File: src/rtl/core/svpm_pkg.sv
package svpm_pkg;

	// configuration register indexes
	localparam logic [1:0] REG_VOLT_LIMIT   = 2'd0;
	localparam logic [1:0] REG_SUPPLY_VOLTS = 2'd1;
	localparam logic [1:0] REG_TIMER_TOP    = 2'd2;

	// register reset values
	localparam logic [14:0] VOLT_LIMIT_RST   = 15'd2481;
	localparam logic [14:0] SUPPLY_VOLTS_RST = 15'd4301;
	localparam logic [15:0] TIMER_TOP_RST    = 16'd1000;

	// sector codes
	localparam logic [2:0] SEC_0 = 3'd0;
	localparam logic [2:0] SEC_1 = 3'd1;
	localparam logic [2:0] SEC_2 = 3'd2;
	localparam logic [2:0] SEC_3 = 3'd3;
	localparam logic [2:0] SEC_4 = 3'd4;
	localparam logic [2:0] SEC_5 = 3'd5;

	// fixed point constants
	localparam int CORDIC_N = 16;
	localparam int DIV_N    = 31;
	localparam logic [14:0] IDX_MAX = 15'd18907;
	localparam logic signed [33:0] SQRT3_Q15 = 34'sd56756;
	localparam logic signed [43:0] INV_GAIN_Q16 = 44'sd39797;
	localparam logic signed [31:0] ROT_X0_Q30 = 32'sd652032874;
	localparam logic [24:0] DIV6_RECIP = 25'd22369622;
	localparam logic [23:0] QUARTER_TURN = 24'h400000;
	localparam logic signed [25:0] HALF_TURN = 26'sd8388608;

	// arctangent table, 2^-24 turn units
	localparam logic signed [25:0] ATAN_TAB [CORDIC_N] = '{
		26'sd2097152, 26'sd1238021, 26'sd654136, 26'sd332050,
		26'sd166669, 26'sd83416, 26'sd41718, 26'sd20860,
		26'sd10430, 26'sd5215, 26'sd2608, 26'sd1304,
		26'sd652, 26'sd326, 26'sd163, 26'sd81
	};

	// one item as it travels down the pipeline
	typedef struct packed {
		logic               dzero;
		logic signed [15:0] q;
		logic [23:0]        ang;
		logic signed [26:0] vx;
		logic signed [26:0] vy;
		logic signed [25:0] acc;
		logic               neg;
		logic [30:0]        num;
		logic [14:0]        rem;
		logic [30:0]        quo;
		logic signed [15:0] idx;
		logic [2:0]         sec;
		logic signed [31:0] rx1;
		logic signed [31:0] ry1;
		logic signed [25:0] rz1;
		logic signed [31:0] rx2;
		logic signed [31:0] ry2;
		logic signed [25:0] rz2;
	} svpm_item_t;

endpackage

File: src/rtl/core/svpm_div_cell.sv
module svpm_div_cell import svpm_pkg::*; #(
	parameter int STAGE = 0
) (
	input  logic        clk,
	input  logic        arst_n,
	input  logic        en,
	input  logic [14:0] divisor,
	input  logic        in_v,
	input  svpm_item_t  in_item,
	output logic        out_v,
	output svpm_item_t  out_item
);
	svpm_item_t  nxt;
	logic [15:0] trial;

	// one restoring division step, most significant numerator bit first
	always_comb begin
		nxt = in_item;
		trial = {in_item.rem, in_item.num[DIV_N-1-STAGE]};
		if (trial >= {1'b0, divisor}) begin
			nxt.rem = 15'(trial - {1'b0, divisor});
			nxt.quo = {in_item.quo[DIV_N-2:0], 1'b1};
		end else begin
			nxt.rem = trial[14:0];
			nxt.quo = {in_item.quo[DIV_N-2:0], 1'b0};
		end
	end

	always_ff @(posedge clk or negedge arst_n) begin
		if (!arst_n) begin
			out_v <= 1'b0;
		end else if (en) begin
			out_v <= in_v;
		end
	end

	always_ff @(posedge clk) begin
		if (en) begin
			out_item <= nxt;
		end
	end
endmodule

File: config.mk
export PLATFORM = sky130hd
export DESIGN_NAME = svpm_div_cell
export DESIGN_NICKNAME = d
export VERILOG_FILES = /design/src/rtl/core/svpm_pkg.sv /design/src/rtl/core/svpm_div_cell.sv
export SDC_FILE = /design/constraint.sdc
export NUM_CORES = 1
export LEC_CHECK = 0
export ABC_AREA = 1
export BUFFER_PORTS_ARGS = -buffer_cell sky130_fd_sc_hd__buf_2
export CORE_AREA = 2 2 319 321
export DETAILED_ROUTE_END_ITERATION = 6
export DIE_AREA = 0 0 321 323
export HOLD_SLACK_MARGIN = 0.05
export PLACE_DENSITY_LB_ADDON = 0.1
export SYNTH_ARGS = -nofsm -noshare
export SYNTH_HDL_FRONTEND = slang
export SYNTH_SLANG_ARGS = --single-unit
File: constraint.sdc
create_clock -name clk -period 1.4 [get_ports clk]
set_input_delay 0.35 -clock clk [delete_from_list [all_inputs] [get_ports clk]]
set_output_delay 0.35 -clock clk [all_outputs]
set_load 0.02 [all_outputs]
# After elaboration in Yosys (flattened, before gate mapping)
# Index checks and enable logic that the tools add are counted.
# Widths: inputs -> output; s select.
# word_totals
regBits	399
output_inout_bits	399
elab_cells	22
# classes
add_sub_neg	1
n_lt_le_gt_ge	1
muxes	1
# ops
op	n
$mux 46	1
$ge 16x15->1	1
$sub 15x15->15	1

# Longest topological paths before layout
# Gate-level depths: netlist (run 1).
# logic_depth
ltp_word	2
depth_mapped	14
mapped_depth_nobuf	13

# Worst setup path after synthesis (run 1)
# Ideal clock, no wire load.
# synth_timing
path_kind	input to register
from	input in_item[275] (netlist bit)
to	register out_item[243] (netlist bit), data pin
setup_time_ps	253
t_arrival_ps	1692
required_time_ps	1147
path_slack_ps	-545
path_stages	14
n_path_buf	1
path_cell_list	inv_1 -> ha_1 -> fa_1 -> inv_1 -> nand2_1 -> nand2_1 -> nand3_2 -> nand3_2 -> nand2_2 -> nand2_4 -> inv_4 -> buf_6 -> nand2_1 -> nand2_1
# synth_lines
item	line_no	text
start, declared	svpm_div_cell.sv:9	input svpm_item_t in_item,
end signal, assigned	svpm_div_cell.sv:39	out_item <= nxt;
end, declared	svpm_div_cell.sv:11	output svpm_item_t out_item

# Final worst setup path (run 1)
# layout_timing
from	register out_item[303] (netlist bit)
to	output out_item[303] (netlist bit)
# No word-level cell between the ends.

==> results of run 1 <==
## final cells by class
type | count | area, µm² | share of cell area, %
Clock buffer | 68 | 1383 | 5.025
Clock inverter | 26 | 269.0 | 0.9777
Antenna cell | 7 | 17.52 | 0.06366
Sequential cell | 399 | 11980 | 43.53
Timing Repair Buffer | 1275 | 10880 | 39.53
Multi-Input combinational cell | 188 | 1125 | 4.088
Tap cell | 1309 | 1638 | 5.952
Inverter | 56 | 230.2 | 0.8367
## synthesized netlist by cell type
library cell / number / area (µm²)
xor2_1: 5 / 43.79
and2_1: 3 / 18.77
o21ai_0: 3 / 15.01
inv_1: 55 / 206.5
nand3b_1: 2 / 15.01
or2_0: 1 / 6.260
mux2_2: 1 / 11.26
or2_2: 1 / 6.260
nand4_1: 3 / 18.77
nor2_2: 2 / 12.51
a21oi_1: 5 / 25.02
fa_1: 1 / 20.02
nand2_4: 1 / 11.26
nand3_2: 2 / 20.02
nand2_1: 107 / 401.6
nand3_1: 18 / 90.09
nand2_2: 2 / 12.51
edfxtp_1: 398 / 11950
a21oi_2: 1 / 8.760
dfrtp_1: 1 / 25.02
ha_1: 15 / 187.7
buf_6: 2 / 22.52
nor2_1: 15 / 56.30
inv_4: 1 / 6.260
## cell families after synthesis
group	Yosys count	share of synthesized area, %
muxes	1	0.08535
adders and majority gates	16	1.574
AOI/OAI and AO/OA	9	0.3698
and+or+nand+nor	157	5.074
xor gates and xnor gates	5	0.3319
buffers and inverters	58	1.783
DFF	399	90.78
## through the flow
stage               std cells  total power, mW  setup slack, ns  instance area, µm²
CTS                      3321            34.47          -0.3469               26780
floorplan                 645            16.49          -0.4803               13300
global route             3327            35.47          -0.3332               27510
finish                   3328            33.96          -0.2693               27520
global placement         2836            19.04          -0.7067               19660
detailed placement       2836            19.01          -0.7340               19660
## worst min path at each step
stage | from | to
finish | in_item[275] | out_item[230]
global route | in_item[275] | out_item[230]
CTS | in_item[234] | out_item[235]
detailed placement | arst_n | out_v
global placement | arst_n | out_v
floorplan | arst_n | out_v
## state kept, by name, summed over array words and instances (netlist names)
register,cells
out_item,398
out_v,1
## per-layer routing
metal	wire length, µm	vias to the layer above	global-route usage (%)
li1	-	5054	-
met1	19490	5074	10.20
met5	83	-	0
met4	1525	12	3.946
met3	4833	93	3.957
met2	33420	424	21.11
## power by group through the flow
stage / sequential (mW) / combinational, mW / clock (mW)
floorplan: 16.0 / 0.449 / 0
global placement: 14.8 / 4.29 / 0
detailed placement: 14.7 / 4.26 / 0
CTS: 14.7 / 5.91 / 13.9
global route: 14.8 / 6.43 / 14.2
finish: 14.7 / 6.05 / 13.2
## timing repair
item,4_1_cts,5_1_grt
pin swaps,0,5
hold buffers,391,0
endpoints found under the setup margin,405,414
gates resized for setup,497,226
hold endpoints to repair,390,0
==> impl_results.md, run 1 <==
- Outcome: complete, but fails checks
- Failing checks: negative setup slack
- Final wirelength: 59.36 mm
- Crit-path slowest cell: edfxtp_1
- Antenna Nets Post-Route: 0
- Routability Congestion: 0.7540
- Max Clk Rate: 599.1 MHz
- Final setup violation count: 399
- Clock Root Buffer: clkbuf_16
- Gr usage total: 10.81%
- Final net count: 2406
- Clock network power share: 38.8%
- Combinational share of power: 17.8%
- Initial Utilization: 13.10%
- RSZ-0062 raised after global routing: yes
- Commonest non-fill, non-tap cell in the layout: buf_2
- # fillers: 10540
- Worst hold-check path type: in2reg
- WL per Instance: 17.84 µm
- Worst path depth: 1
- GRT Residual Overflow: 0
- Die ar.: 103700 µm²
- IO buf count: 814
- Worst Path Required: 1.05 ns
- Initial drt markers: 448
- Final WS setup: -0.2693 ns
- Worst hold slack: 0.1074 ns
- Final worst-path cycle share: 119.2%
- P_leak: 11.52 nW
- CP peak stage delay: 0.49 ns
- Buf/Inv on CP: 1
- CTS Buf Count: 53
- Clk_lat worst skew: 0.61 ns
- Core area: 100700 µm²
- Reg2reg end: out_v
- Fin crit period: 1.669 ns
- P_sw: 8.858 mW
- Vias in the first global route: 11540
- Synth warn: 0
- Max Root-Sink Buffers: 3
- Syn_nets: 1078
- Worst-path clk slew: 0.06 ns
- Maximum number of pins on one net before global-route repair: 78
- Reg2reg setup slack: 0.64 ns
- Io pins: 816
- Mean Syn Cell Area: 20.45 µm²
- Max-slew violation count: 0
- Pre-antenna DRT Iters: 4
- DRC violations left: 0
- Gate Count Post-Synth: 645
- Crit path arrival time: 1.32 ns
- Layout area overhead: 108.6%
- Element type at the critical path end: output pin
- Slew margin rel.: 71.44%
- Sw Share: 26.08%
- Max-capacitance violation count: 0
- PD cells: 1234 nW/µm²
- Synthesized cell area: 13190 µm²
- Die Wd: 321 µm
- First-pass GRT wire length: 79.96 mm
- Skew final: 0 ns
- Crit path max-delay family: flip-flops
- Share of cells above drive strength 1: 49.06%
- Avg Vias per Cell: 3.202
- Vias: 10660
- Netlist cell types: 24
- Postcts setup bufs: 0
- Critical-path cell list: buf_6
- Hpwl dp: 46.90 mm
- Hold Fails Final Rpt: 0
- Fin util: 27.32%
- TNS Setup: -40.33 ns
- CTS Sinks: 399
- Site Rows: 117
- CP max FO: 1
- Initial antenna violation count: 15
- R2r startpoint: out_v
- Slew @ Worst Pin: 0.4284 ns
- Power Internal: 25.11 mW
- Crit. Startpoint: out_item[303]
- Critical path type: reg2out
- Die height: 323 µm
- Hold Path Cell Cnt: 3
- Register bit total from synthesis: 399
- Setup crit end: out_item[303]
- H-Tree Depth: 2
- Crit start category: flop
- Post-synthesis sequential area ratio: 90.78%
- Worst r2r path cells: 1
- CTS tree: built
- Reg power frac: 43.3%
- Peak supply drop: 0.7298 mV
- Most frequent cells in the layout: buf_2 (460), edfxtp_1 (398), dlygate4sd3_1 (391)
Note: power is estimated with default switching activity, not from simulation.
==> run 2: changes to the inputs <==
- CORE_AREA: 2 2 319 321 -> 2 2 321 323
- DIE_AREA: 0 0 321 323 -> 0 0 323 325
- clock period: 1.4 -> 2 ns (I/O delays scaled with it)
==> run 2 against run 1 <==
  * Register-to-register slack better by 0.63 ns
  * Flip-flop and latch count stayed put
  * Sequential power is 31% lower
  * The run now ends clean
  * Largest cell class unchanged
  * Highest routed layer unchanged
  * Critical path type unchanged
  * Sequential share of layout area is 4.2 points higher
==> impl_results.md, run 2 (synthesis gave the netlist of run 1 again) <==
- Crit start category: flop
- Max-capacitance violation count: 0 (unchanged)
- Clock Root Buffer: clkbuf_16
- Design Area, Final: 25070 µm² (-8.9%)
- Clock network power share: 39.8% (+1.0 points)
- Postcts setup bufs: 0 (unchanged)
- Vias: 10680 (+0.23%)
- P_leak: 10.68 nW (-7.3%)
- Max Root-Sink Buffers: 3 (unchanged)
- Buf/Inv on CP: 1 (unchanged)
- CTS Buf Count: 52 (-1.9%)
- Initial drt markers: 435 (-2.9%)
- Final net count: 2387 (-0.79%)
- Die height: 325 µm (+0.62%)
- Hpwl dp: 46.34 mm (-1.2%)
- Crit. Startpoint: out_item[350]
- Worst hold-check path type: in2reg
- Maximum number of pins on one net before global-route repair: 55 (-29%)
- Gr usage total: 10.70% (-0.12 points)
- CP peak stage delay: 0.59 ns (+0.10 ns)
- Top reg by flops: out_item
- Combinational share of power: 15.4% (-2.4 points)
- R2r startpoint: out_v
- Most frequent cells in the layout: buf_2 (811), edfxtp_1 (398), dlygate4sd3_1 (377)
- Commonest non-fill, non-tap cell in the layout: buf_2
- Hold Fails Final Rpt: 0 (unchanged)
- Share of cells above drive strength 1: 48.65% (-0.41 points)
- Slew margin rel.: 69.34% (-2.1 points)
- CTS tree: built
- Antenna Nets Post-Route: 0 (unchanged)
- Core area: 101300 µm² (+0.58%)
- Sw Share: 26.53% (+0.45 points)
- Outcome: complete, no violations
- IO buf count: 814 (unchanged)
- Site Rows: 117 (unchanged)
- Slew @ Worst Pin: 0.4599 ns (+0.03141 ns)
- PD cells: 904.0 nW/µm² (-27%)
- Reg2reg end: out_v
- Pre-antenna DRT Iters: 4 (unchanged)
- GRT Residual Overflow: 0 (unchanged)
- Vias in the first global route: 11690 (+1.3%)
- Clk_lat worst skew: 0.60 ns (about the same)
- Final wirelength: 58.65 mm (-1.2%)
- Reg2reg setup slack: 1.27 ns (+0.63 ns)
- Worst r2r path cells: 1 (unchanged)
- Layout area overhead: 90.04%
- TNS Setup: 0 ns (+40.33 ns)
- Final worst-path cycle share: 97.62%
- RSZ-0062 raised after global routing: yes
- CTS Sinks: 399 (unchanged)
- CP max FO: 1 (unchanged)
- Post-Layout Cell Count: 3369 (+1.2%)
- Worst Path Required: 1.50 ns (+0.45 ns)
- Dpl cell area: 19640 µm² (about the same)
- # fillers: 10880 (+3.2%)
- Peak supply drop: 0.5491 mV (-25%)
- DRC violations left: 0 (unchanged)
- Largest registers: out_item: 398 flops, out_v: 1 flops
- Avg Vias per Cell: 3.171 (-0.99%)
- Critical path type: reg2out
- Element type at the critical path end: output pin
- Final WS setup: 0.04763 ns (+0.3169 ns)
- Power Internal: 16.65 mW (-34%)
- Die Wd: 323 µm (+0.62%)
- WL per Instance: 17.41 µm (-2.4%)
- Max reg flops: 398 (unchanged)
- P_sw: 6.012 mW (-32%)
- Cells after DPL: 2891 (+1.9%)
- Routability Congestion: 0.7306 (-3.1%)
- Max-slew violation count: 0 (unchanged)
- Fin crit period: 1.952 ns
- Worst-path clk slew: 0.06 ns (about the same)
- Max Clk Rate: 512.2 MHz
- Crit-path slowest cell: edfxtp_1
- Worst path depth: 1 (unchanged)
- Io pins: 816 (unchanged)
- Initial Utilization: 13.02% (-0.076 points)
- Reg power frac: 44.8% (+1.5 points)
- Crit path max-delay family: flip-flops
- Setup crit end: out_item[350]
- Initial antenna violation count: 14 (-1)
- First-pass GRT wire length: 80.68 mm (+0.91%)
- Post-Place Worst Slack: -0.3512 ns (+0.3829 ns)
- Die ar.: 105000 µm² (+1.2%)
- Final setup violation count: 0 (-100%)
- Critical-path cell list: buf_6
- Skew final: 0 ns (unchanged)
- H-Tree Depth: 2 (unchanged)
- Crit path arrival time: 1.45 ns (+0.13 ns)
==> run 2: power by group through the flow <==
stage	Sequential (mW)	Combinational, mW	Clock, mW
2_1_floorplan	11.2	0.297	0
3_3_place_gp	10.3	2.98	0
3_5_place_dp	10.3	2.95	0
4_1_cts	10.2	3.61	9.46
5_1_grt	10.2	3.76	9.75
6_report	10.2	3.50	9.02
==> run 2: final cells by class <==
class,instances,area [µm²],share of cell area (%)
Sequential cell,399,11980,47.77
Clock buffer,65,1350,5.385
Inverter,56,225.2,0.8983
Clock inverter,31,279.0,1.113
Tap cell,1368,1712,6.827
Timing Repair Buffer,1257,8516,33.97
Multi-Input combinational cell,188,1001,3.992
Antenna cell,5,12.51,0.04991
==> run 2: layer usage <==
layer / up-vias / track usage [%] / share of wire, %
li1: 5014 / - / -
met1: 5102 / 10.29 / 34
met2: 450 / 20.23 / 54
met3: 102 / 3.866 / 8.9
met4: 14 / 4.520 / 3.6
met5: - / 0 / 0.15
==> run 2: metrics by stage <==
stage	utilization (%)	hold WS, ns	power (mW)
after floorplan	-	0.2044	11.53
after global placement	19.39	0.2775	13.30
after detailed placement	19.39	0.2770	13.28
after CTS	24.74	0.05188	23.23
after global routing	24.74	0.07377	23.73
final	24.75	0.1257	22.66
==> run 2: worst min path at each step <==
stage / start / slack (ns) / cells after the start / to
after floorplan: arst_n / 0.20 / 0 / out_v
after global routing: in_v / 0.07 / 2 / out_v
final: in_item[26] / 0.13 / 1 / out_item[26]
after CTS: in_v / 0.05 / 2 / out_v
after detailed placement: arst_n / 0.28 / 1 / out_v
after global placement: arst_n / 0.28 / 1 / out_v
==> run 2: what timing repair did <==
action,4_1_cts,5_1_grt
pin swaps,0,0
setup endpoints to repair,2,1
hold buffers,377,0
endpoints found under the hold margin,377,0
gates resized for setup,4,0
cloned,0,0
