## src/rtl/core/svpm_pkg.sv

```systemverilog
package svpm_pkg;

	// configuration register indexes
	localparam logic [1:0] REG_VOLT_LIMIT   = 2'd0;
	localparam logic [1:0] REG_SUPPLY_VOLTS = 2'd1;
	localparam logic [1:0] REG_TIMER_TOP    = 2'd2;

	// register reset values
	localparam logic [14:0] VOLT_LIMIT_RST   = 15'd2481;
	localparam logic [14:0] SUPPLY_VOLTS_RST = 15'd4301;
	localparam logic [15:0] TIMER_TOP_RST    = 16'd1000;

	// sector codes
	localparam logic [2:0] SEC_0 = 3'd0;
	localparam logic [2:0] SEC_1 = 3'd1;
	localparam logic [2:0] SEC_2 = 3'd2;
	localparam logic [2:0] SEC_3 = 3'd3;
	localparam logic [2:0] SEC_4 = 3'd4;
	localparam logic [2:0] SEC_5 = 3'd5;

	// fixed point constants
	localparam int CORDIC_N = 16;
	localparam int DIV_N    = 31;
	localparam logic [14:0] IDX_MAX = 15'd18907;
	localparam logic signed [33:0] SQRT3_Q15 = 34'sd56756;
	localparam logic signed [43:0] INV_GAIN_Q16 = 44'sd39797;
	localparam logic signed [31:0] ROT_X0_Q30 = 32'sd652032874;
	localparam logic [24:0] DIV6_RECIP = 25'd22369622;
	localparam logic [23:0] QUARTER_TURN = 24'h400000;
	localparam logic signed [25:0] HALF_TURN = 26'sd8388608;

	// arctangent table, 2^-24 turn units
	localparam logic signed [25:0] ATAN_TAB [CORDIC_N] = '{
		26'sd2097152, 26'sd1238021, 26'sd654136, 26'sd332050,
		26'sd166669, 26'sd83416, 26'sd41718, 26'sd20860,
		26'sd10430, 26'sd5215, 26'sd2608, 26'sd1304,
		26'sd652, 26'sd326, 26'sd163, 26'sd81
	};

	// one item as it travels down the pipeline
	typedef struct packed {
		logic               dzero;
		logic signed [15:0] q;
		logic [23:0]        ang;
		logic signed [26:0] vx;
		logic signed [26:0] vy;
		logic signed [25:0] acc;
		logic               neg;
		logic [30:0]        num;
		logic [14:0]        rem;
		logic [30:0]        quo;
		logic signed [15:0] idx;
		logic [2:0]         sec;
		logic signed [31:0] rx1;
		logic signed [31:0] ry1;
		logic signed [25:0] rz1;
		logic signed [31:0] rx2;
		logic signed [31:0] ry2;
		logic signed [25:0] rz2;
	} svpm_item_t;

endpackage

```

## src/rtl/core/svpm_rot_cell.sv

```systemverilog
module svpm_rot_cell import svpm_pkg::*; #(
	parameter int STAGE = 0
) (
	input  logic       clk,
	input  logic       arst_n,
	input  logic       en,
	input  logic       in_v,
	input  svpm_item_t in_item,
	output logic       out_v,
	output svpm_item_t out_item
);
	svpm_item_t nxt;

	// one rotation step on both sine lanes
	always_comb begin
		nxt = in_item;
		if (in_item.rz1 >= 26'sd0) begin
			nxt.rx1 = in_item.rx1 - (in_item.ry1 >>> STAGE);
			nxt.ry1 = in_item.ry1 + (in_item.rx1 >>> STAGE);
			nxt.rz1 = in_item.rz1 - ATAN_TAB[STAGE];
		end else begin
			nxt.rx1 = in_item.rx1 + (in_item.ry1 >>> STAGE);
			nxt.ry1 = in_item.ry1 - (in_item.rx1 >>> STAGE);
			nxt.rz1 = in_item.rz1 + ATAN_TAB[STAGE];
		end
		if (in_item.rz2 >= 26'sd0) begin
			nxt.rx2 = in_item.rx2 - (in_item.ry2 >>> STAGE);
			nxt.ry2 = in_item.ry2 + (in_item.rx2 >>> STAGE);
			nxt.rz2 = in_item.rz2 - ATAN_TAB[STAGE];
		end else begin
			nxt.rx2 = in_item.rx2 + (in_item.ry2 >>> STAGE);
			nxt.ry2 = in_item.ry2 - (in_item.rx2 >>> STAGE);
			nxt.rz2 = in_item.rz2 + ATAN_TAB[STAGE];
		end
	end

	always_ff @(posedge clk or negedge arst_n) begin
		if (!arst_n) begin
			out_v <= 1'b0;
		end else if (en) begin
			out_v <= in_v;
		end
	end

	always_ff @(posedge clk) begin
		if (en) begin
			out_item <= nxt;
		end
	end
endmodule

```

## config.mk

```make
export PLATFORM = sky130hd
export DESIGN_NAME = svpm_rot_cell
export DESIGN_NICKNAME = d
export VERILOG_FILES = /design/src/rtl/core/svpm_pkg.sv /design/src/rtl/core/svpm_rot_cell.sv
export SDC_FILE = /design/constraint.sdc
export NUM_CORES = 1
export LEC_CHECK = 0
export ABC_AREA = 1
export BUFFER_PORTS_ARGS = -buffer_cell sky130_fd_sc_hd__buf_2
export CAP_MARGIN = 30
export CORE_AREA = 2 2 314 316
export DETAILED_ROUTE_END_ITERATION = 10
export DIE_AREA = 0 0 316 318
export PLACE_DENSITY = 0.49
export SLEW_MARGIN = 15
export SYNTH_ARGS = -nofsm -noshare
export SYNTH_HDL_FRONTEND = slang
export SYNTH_SLANG_ARGS = --single-unit
```

## constraint.sdc

```tcl
create_clock -name clk -period 1.1 [get_ports clk]
set_input_delay 0.11 -clock clk [delete_from_list [all_inputs] [get_ports clk]]
set_output_delay 0.11 -clock clk [all_outputs]
set_load 0.02 [all_outputs]
```

==> Word-level counts from Yosys, hierarchy flattened <==
Index checks and enable logic that the tools add are counted.
{ "classes": {"n_addsub": 10, "mux": 2, "n_lt_le_gt_ge": 2} }
{ "op_table": {"columns": ["cell", "count"], "rows": [
  ["2-to-1 mux 90 bit", 2],
  ["subtractor 32 bit", 4],
  ["adder 32 bit", 2],
  ["adder 26 x 23 -> 26 bit, second input constant", 2],
  [">= comparator 26 x 1 -> 1 bit, second input constant", 2],
  ["subtractor 26 x 23 -> 26 bit, second input constant", 2]
]} }
{ "totals": {"regBits": 399, "wordCells": 33, "output_inout_bits": 399} }

==> Depth between registers and ports, before layout <==
Gate-level depths: netlist of the first run.
{ "logic_depth": {"ltp_word": 2, "depth_mapped": 17, "mapped_depth_nobuf": 16} }

==> Least setup slack after synthesis of the first run <==
Ideal clock, no wire load.
{ "synth_timing": {"path_kind": "in2reg", "start": "input in_item[115] (netlist bit)", "end": "register out_item[115] (netlist bit) (data pin)", "n_path_buf": 2, "t_arrival_ns": 1.778, "required_ns": 0.841, "cell_stages": 15, "setup_ns": 0.259, "path_slack_ns": -0.937, "path_cell_list": "inv_1 > ha_1 > nand2_1 > nor4_1 > nand2_1 > nor2_2 > nor2_2 > inv_2 > buf_4 > buf_4 > ha_1 > nand2_1 > nand2_1 > a21oi_1 > xnor2_1"} }
{ "synth_rtl": {"columns": ["element", "line", "rtl"], "rows": [
  ["start, declared", "svpm_rot_cell.sv:8", "input svpm_item_t in_item,"],
  ["end signal, assigned", "svpm_rot_cell.sv:47", "out_item <= nxt;"],
  ["end, declared", "svpm_rot_cell.sv:10", "output svpm_item_t out_item"]
]} }

==> results.cfg, run 1 <==
[setup_path]
crit_start = in_item[99]
regToRegSetupSlack_ns = 0.27
worstSetupPathType = in -> reg
arrival_ns = 1.95
cp_max_fo = 4
r2r_start = out_v$_DFFE_PN0P_
worst_setup_path_start_kind = primary input
end_kind = register
reg2reg_depth = 1
crit_required_ns = 1.49

[timing]
hold_violations = 2
finalCritPeriodShare_pct = 142
final-max-slew-violation-count = 0
rsz0062_at_grt = yes
max_clock_freq_mhz = 640
fin_crit_ns = 1.56
tightest_slew_ns = 0.416
slew_headroom_pct = 71.9
worst_slack_ns = -0.464
fin_worst_skew_ns = 0
setup_viol = 530
tns_ns = -117.34
holdWs_ns = -0.0194

[global_routing]
grt_max_degree = 32
grt_pass1_wl_um = 199000
overflow = 0
grt_use_total_pct = 27.2
grt_pass1_vias = 30300
grt_antenna_before_repair = 8

[drt]
ant_nets = 0
wirelength_um = 145000
drt-pass1-iter-count = 5
via_count = 30600
wl_per_cell_um = 22.2
drc = 0
drt_iter0_markers = 1773
viasPerCell = 4.66

[die]
core_sq_um = 97400
initial_core_util_pct = 27.8
boundaryPins = 801
rows = 115
dieHeight_um = 318
die_area_sq_um = 100000
die_w_um = 316

[outcome]
outcome = finished, violations left
violations = negative hold slack, negative setup slack

[clock_tree]
hold_buffers = 270
clk_path_buf_depth = 3
htree_levels = 2
cts_buffers = 48
clk_latency_ns = 0.63
clk_pin_slew_ns = 0.06
ctsRootBufferMaster = clkbuf_16
tritoncts = done
cts_num_sinks = 397

[yosys]
seq_area_frac_synth_pct = 44.1
ys_types = 38
syn-cell-area_sq_um = 27100
ys_ff_latch = 397
syn-num-nets = 4073
syn_area_per_cell_sq_um = 7.84
syn_inst = 3449
synth_warnings = 0

[cells_and_area]
utilization_pct = 53.9
final_cell_mix = nand2_1, buf_4, buf_6, inv_1, edfxtp_1
fin_cells = 6563
final_common_cell = nand2_1
nNetsFinal = 5856
syn2layout_area_growth_pct = 94.1
drive_above_1_share_pct = 53.8

[pwr]
p_per_area_nw_per_um2 = 1170
p_leak_nw = 25.0
ir_worst_vdd_v = 0.00121

[place]
gp_congestion = 0.954
hpwl_um = 111000
portBuffers = 800
placedCellCount = 6049
dp_slack_ns = -1.55

[min_path]
hp-class = in -> reg
holdPathStages = 3
hold_start = in_item[21]

[job]
maxCapViolCount = 0
## worst max-delay path: stages
cell,delay (ns)
buf_8,0.10
nor2_4,0.29
buf_6,0.17
nand2_4,0.06
nor4_4,0.13
nand2_1,0.13
nor2_4,0.16
nor2_4,0.07
inv_4,0.08
ha_4,0.22
buf_4,0.13
nand3_2,0.06
nand3_2,0.08
xor2_2,0.16
## layer usage
metal | wire, um | up-vias | track usage (%)
met4 | 10200 | 6 | 16.6
met2 | 71500 | 1132 | 47.1
met5 | 40 | - | 0
met1 | 54300 | 14600 | 30.8
li1 | - | 14600 | -
met3 | 9210 | 299 | 4.85
## worst paths after layout
path                                            to
max                        out_item[114]$_DFFE_PP_
min                         out_item[22]$_DFFE_PP_
max reg2reg                      out_v$_DFFE_PN0P_
min reg2reg                      out_v$_DFFE_PN0P_
max in group asynchronous        out_v$_DFFE_PN0P_
min in group asynchronous        out_v$_DFFE_PN0P_
## metrics by stage
stage	power [mW]	cell area [sq um]
detailed placement	37.9	39300
global route	63.7	52500
global placement	37.8	39300
finish	61.3	52500
floorplan	29.0	29800
CTS	58.9	48800
## repair_timing
| item | in CTS | in global routing |
|---|---|---|
| gates resized for setup | 1190 | 868 |
| endpoints found under the hold margin | 307 | 1 |
| setup buffers | 72 | 78 |
| setup endpoints to repair | 531 | 531 |
| cloned | 19 | 6 |
| pin swaps | 359 | 372 |
## flip-flops by register name, summed over array words and instances, names as in the netlist
| name | cells |
|---|---|
| out_v | 1 |
| out_item | 396 |
## layout make-up
type	count	area, sq um
fill	8632	44900
multi-input combinational	2376	18700
timing repair buffer	1817	16300
sequential	397	11900
inverter	592	2470
tap	1287	1610
clock buffer	58	1240
clock inverter	32	338
antenna	4	10.0
## kinds of logic (layout without fill, tap and decap cells)
family	after synthesis	after routing	synth area share, %
mux	1	1	0.0416
buf+inv	676	2499	10.1
other cells	0	4	0
flops	397	397	44.1
fa+ha+maj	222	222	10.5
compound gates	321	321	6.38
xor+xnor	72	72	2.33
simple gates	1760	1760	26.6
## synth_stat cells, drive strengths merged
library cell,n,share of area [%]
nand2,1117,16
inv,592,8.2
edfxtp,396,44
nand3,288,5.4
nor2,273,3.8
ha,214,9.9
a21oi,158,2.9
o21ai,120,2.2
buf,77,1.8
xor2,71,2.3
o21bai,36,1.0
nand4,35,0.81
nor3,17,0.33
and2,16,0.37
fa,8,0.59
clkbuf,7,0.11
nand3b,6,0.17
or2,4,0.093
a31oi,3,0.069
o211ai,3,0.14
nor4,2,0.046
and3,1,0.023
dfrtp,1,0.092
mux2,1,0.042
nor3b,1,0.028
o21a,1,0.028
xnor2,1,0.032
## where the power goes
part	leakage (nW)	switching, mW	internal, mW	total [mW]
Clock	0.756	7.24	9.09	16.3
Combinational	20.4	14.0	11.4	25.3
Sequential	3.88	1.07	18.6	19.7
Total	25.0	22.3	39.0	61.3
Note: power is estimated with default switching activity, not from simulation.
==> run 2, diff against run 1 <==
--- a/config.mk
+++ b/config.mk
@@ -12,6 +12,7 @@
 export DETAILED_ROUTE_END_ITERATION = 10
 export DIE_AREA = 0 0 316 318
 export PLACE_DENSITY = 0.49
+export RECOVER_POWER = 100
 export SLEW_MARGIN = 15
 export SYNTH_ARGS = -nofsm -noshare
 export SYNTH_HDL_FRONTEND = slang
==> run 2 against run 1 <==
Effect of this change: the flow still finishes with violations (negative hold slack, negative setup slack); register-to-register slack barely moved; final cell count did not move; wire length barely moved; power barely moved; clock power barely moved; via count barely moved; combinational power barely moved; worst setup slack improved by 0.00050 ns; cell area barely moved.
==> results.cfg, run 2 (same netlist as run 1, synthesis figures left out) <==
[setup_path]
end_kind = register
worst_setup_path_start_kind = primary input
cp_max_fo = 4
arrival_ns = 1.95
crit_required_ns = 1.49
worstSetupPathType = in -> reg

[die]
rows = 115
boundaryPins = 801
core_sq_um = 97400
initial_core_util_pct = 27.8
die_area_sq_um = 100000
die_w_um = 316
dieHeight_um = 318

[pwr]
p_per_area_nw_per_um2 = 1170
p_leak_nw = 25.0
ir_worst_vdd_v = 0.00121
total_power_mw = 61.3

[cells_and_area]
largestRegisters = out_item: 396 flops, out_v: 1 flops
fill_cells = 8635
nNetsFinal = 5856
final_cell_mix = nand2_1, buf_4, buf_6, inv_1, edfxtp_1
largest-register = out_item
final_common_cell = nand2_1
largest_reg_flops = 396
syn2layout_area_growth_pct = 94.0
drive_above_1_share_pct = 53.8

[timing]
max_clock_freq_mhz = 640
holdWs_ns = -0.0194
tns_ns = -117.36
worst_slack_ns = -0.463
fin_crit_ns = 1.56
final-max-slew-violation-count = 0
tightest_slew_ns = 0.416
finalCritPeriodShare_pct = 142
fin_worst_skew_ns = 0
rsz0062_at_grt = yes
setup_viol = 530
slew_headroom_pct = 71.9
hold_violations = 2

[global_routing]
grt_use_total_pct = 27.2
grt_antenna_before_repair = 8
grt_pass1_wl_um = 199000
grt_pass1_vias = 30300
grt_max_degree = 32
overflow = 0

[clock_tree]
hold_buffers = 270
cts_buffers = 48
clk_pin_slew_ns = 0.06
clk_path_buf_depth = 3
htree_levels = 2
ctsRootBufferMaster = clkbuf_16
cts_num_sinks = 397
clk_latency_ns = 0.63
tritoncts = done

[job]
maxCapViolCount = 0

[outcome]
outcome = finished, violations left
violations = negative hold slack, negative setup slack

[drt]
wl_per_cell_um = 22.2
ant_nets = 0
drt_iter0_markers = 1776
drc = 0
drt-pass1-iter-count = 5
via_count = 30600
viasPerCell = 4.66
wirelength_um = 145000

[place]
gp_congestion = 0.954
portBuffers = 800
hpwl_um = 111000

[min_path]
hp-class = in -> reg
-- run 2: cell count changes in the layout (fill, tap and decap cells not counted) --
cell      delta
buf_2        -3
clkbuf_1     +3
-- run 2: metal layers --
| layer | track usage [%] | wire (um) | vias up |
|---|---|---|---|
| met3 | 4.85 | 9190 | 297 |
| met4 | 16.6 | 10200 | 6 |
| li1 | - | - | 14600 |
| met1 | 30.8 | 54400 | 14600 |
| met2 | 47.1 | 71600 | 1129 |
| met5 | 0 | 40 | - |
-- run 2: power by group --
part / internal (mW) / switching, mW
clock network: 9.09 / 7.24
logic: 11.4 / 14.0
registers: 18.6 / 1.07
total: 39.0 / 22.3
-- run 2: worst max-delay path, stage by stage --
cell and delay, ns:
buf_8 0.10, nor2_4 0.29, buf_6 0.17, nand2_4 0.06
nor4_4 0.13, nand2_1 0.13, nor2_4 0.16, nor2_4 0.07
inv_4 0.08, ha_4 0.22, buf_4 0.13, nand3_2 0.06
nand3_2 0.08, xor2_2 0.16
-- run 2: per-stage QoR --
step           instance area (sq um)  utilization (%)  cells  hold WS, ns  worst slack, ns
6_report                       52500             53.9   6563      -0.0194           -0.463
5_1_grt                        52500             53.9   6559      -0.0205           -0.509
4_1_cts                        48800             50.0   6491      -0.0491           -0.445
3_5_place_dp                   39300             40.3   6049       -0.113            -1.55
3_3_place_gp                   39300             40.3   6049       -0.114            -1.56
2_1_floorplan                  29800                -   3449       -0.186           -0.810
-- run 2: final timing paths --
| kind | from | endpoint | slack [ns] | cells after the start |
|---|---|---|---|---|
| max in group asynchronous | arst_n | out_v$_DFFE_PN0P_ | 0.67 | 3 |
| worst max-delay path | in_item[99] | out_item[114]$_DFFE_PP_ | -0.46 | 14 |
| worst min register to register | out_v$_DFFE_PN0P_ | out_v$_DFFE_PN0P_ | 0.65 | 1 |
| min in group asynchronous | arst_n | out_v$_DFFE_PN0P_ | 0.32 | 3 |
| worst min-delay path | in_item[21] | out_item[22]$_DFFE_PP_ | -0.02 | 3 |
| worst max register to register | out_v$_DFFE_PN0P_ | out_v$_DFFE_PN0P_ | 0.27 | 1 |
-- run 2: timing repair --
action,4_1_cts,5_1_grt
setup endpoints to repair,531,531
cloned,19,6
pin swaps,359,372
resized for setup,1190,868
endpoints found under the hold margin,307,1
setup buffers,72,78
-- run 2: area by class of cell --
class | count | area [sq um] | share of cell area (%)
Multi-Input combinational cell | 2376 | 18700 | 35.5
Timing Repair Buffer | 1817 | 16300 | 31.0
Sequential cell | 397 | 11900 | 22.7
Inverter | 592 | 2470 | 4.70
Tap cell | 1287 | 1610 | 3.07
Clock buffer | 58 | 1240 | 2.36
Clock inverter | 32 | 338 | 0.644
Antenna cell | 4 | 10.0 | 0.0191
==> run 3, diff against run 2 <==
--- a/config.mk
+++ b/config.mk
@@ -9,6 +9,7 @@
 export BUFFER_PORTS_ARGS = -buffer_cell sky130_fd_sc_hd__buf_2
 export CAP_MARGIN = 30
 export CORE_AREA = 2 2 314 316
+export CTS_BUF_LIST = sky130_fd_sc_hd__clkbuf_2 sky130_fd_sc_hd__clkbuf_4 sky130_fd_sc_hd__clkbuf_8
 export DETAILED_ROUTE_END_ITERATION = 10
 export DIE_AREA = 0 0 316 318
 export PLACE_DENSITY = 0.49
==> run 3 against run 2 <==
Effect of this change: the run still ends with negative hold slack, negative setup slack left; first-iteration DRC count is 10% higher; global-route usage is 0.45 points lower; register-to-register slack barely moved; clock power about the same; critical path type is now reg -> out; largest cell class unchanged.
==> results.cfg, run 3 (same netlist as run 1, synthesis figures left out) <==
[die]
dieHeight_um = 318
rows = 115
initial_core_util_pct = 27.8
die_area_sq_um = 100000
boundaryPins = 801
die_w_um = 316
core_sq_um = 97400

[setup_path]
crit_buf_inv = 1
critPathSlowestCell = edfxtp_1
end_kind = primary output
slowest_delay_ns = 0.54
worstSetupPathType = reg -> out
crit_chain = buf_6
crit_required_ns = 0.99
arrival_ns = 1.48
cp_top_family = flip-flops
worst_setup_path_start_kind = register
cp_max_fo = 2

[place]
hpwl_um = 111000
placedCellCount = 6049
gp_congestion = 0.954
portBuffers = 800
dp_slack_ns = -1.55
placed_cell_area_sq_um = 39300

[cells_and_area]
utilization_pct = 51.5
final_cell_mix = nand2_1, buf_4, buf_2, inv_1, edfxtp_1
syn2layout_area_growth_pct = 85.4
largest_reg_flops = 396
largestRegisters = out_item: 396 flops, out_v: 1 flops
nNetsFinal = 5895
final_common_cell = nand2_1
finalInstanceArea_sq_um = 50200
largest-register = out_item
fin_cells = 6626
drive_above_1_share_pct = 48.0

[timing]
tightest_slew_ns = 0.651
slew_headroom_pct = 56.6
rsz0062_at_grt = yes
max_clock_freq_mhz = 630
fin_worst_skew_ns = 0
fin_crit_ns = 1.59
hold_violations = 1
worst_slack_ns = -0.486
final-max-slew-violation-count = 0
finalCritPeriodShare_pct = 144
holdWs_ns = -0.0606
setup_viol = 851
tns_ns = -188.97

[clock_tree]
clk_latency_ns = 0.73
clk_pin_slew_ns = 0.06
ctsRootBufferMaster = clkbuf_8
cts_buffers = 77
clk_path_buf_depth = 3
htree_levels = 3
cts_num_sinks = 397
tritoncts = done

[outcome]
outcome = finished, violations left
violations = negative hold slack, negative setup slack

[drt]
viasPerCell = 4.62
drt-pass1-iter-count = 6
ant_nets = 0
wl_per_cell_um = 21.7
wirelength_um = 144000
drt_iter0_markers = 1958
via_count = 30600
drc = 0

[global_routing]
grt_antenna_before_repair = 13
grt_pass1_wl_um = 195000
grt_pass1_vias = 29700
grt_max_degree = 50
grt_use_total_pct = 26.7
overflow = 0

[pwr]
p_leak_nw = 24.0
total_power_mw = 59.2
ir_worst_vdd_v = 0.000933
p_per_area_nw_per_um2 = 1180

[min_path]
hp-class = in -> reg

[job]
maxCapViolCount = 0
run 3: cell types whose count changed in the layout (fill, tap and decap cells not counted), moves of 33 or more:
cell and change:
buf_6 -140, nand2_1 +104, clkbuf_8 +77, buf_2 +72, nand3_1 +55, clkbuf_1 +53, nand2_2 -50, nand3_2 -50
nand2_4 -47, clkbuf_16 -45, clkbuf_4 +33
run 3: repair_timing:
item | CTS | global route
gates cloned | 14 | 12
resized for setup | 638 | 784
endpoints found under the setup margin | 526 | 531
hold buffers | 296 | 7
pin swaps | 81 | 279
buffers inserted | 15 | 105
endpoints found under the hold margin | 569 | 10
run 3: path summary, 6_finish.rpt:
| path | slack, ns | start | cells past startpoint | end |
|---|---|---|---|---|
| worst max-delay path | -0.49 | out_item[26]$_DFFE_PP_ | 1 | out_item[58] |
| worst min-delay path | -0.06 | in_item[22] | 3 | out_item[22]$_DFFE_PP_ |
| worst max register to register | 0.28 | out_v$_DFFE_PN0P_ | 1 | out_v$_DFFE_PN0P_ |
| worst min register to register | 0.62 | out_v$_DFFE_PN0P_ | 1 | out_v$_DFFE_PN0P_ |
| max in group asynchronous | 0.77 | arst_n | 3 | out_v$_DFFE_PN0P_ |
| min in group asynchronous | 0.23 | arst_n | 3 | out_v$_DFFE_PN0P_ |
run 3: layout make-up:
type,instances,area (sq um)
repair buffers,1827,15400
flip-flops and latches,397,11900
diodes,7,17.5
clock inverters,39,358
multi-input cells,2376,17200
inverters,592,2460
clock buffers,101,1240
well taps,1287,1610
fillers,9000,47300
run 3: per-layer routing:
| metal | GRT usage [%] | share of wire, % |
|---|---|---|
| met1 | 30.0 | 38 |
| met2 | 47.2 | 49 |
| met3 | 4.87 | 6.3 |
| met4 | 14.9 | 6.7 |
| met5 | 0 | 0.016 |
run 3: where the power goes:
part | switching (mW) | internal, mW
logic | 13.2 | 10.4
clock network | 7.52 | 8.48
registers | 0.990 | 18.6
total | 21.7 | 37.5
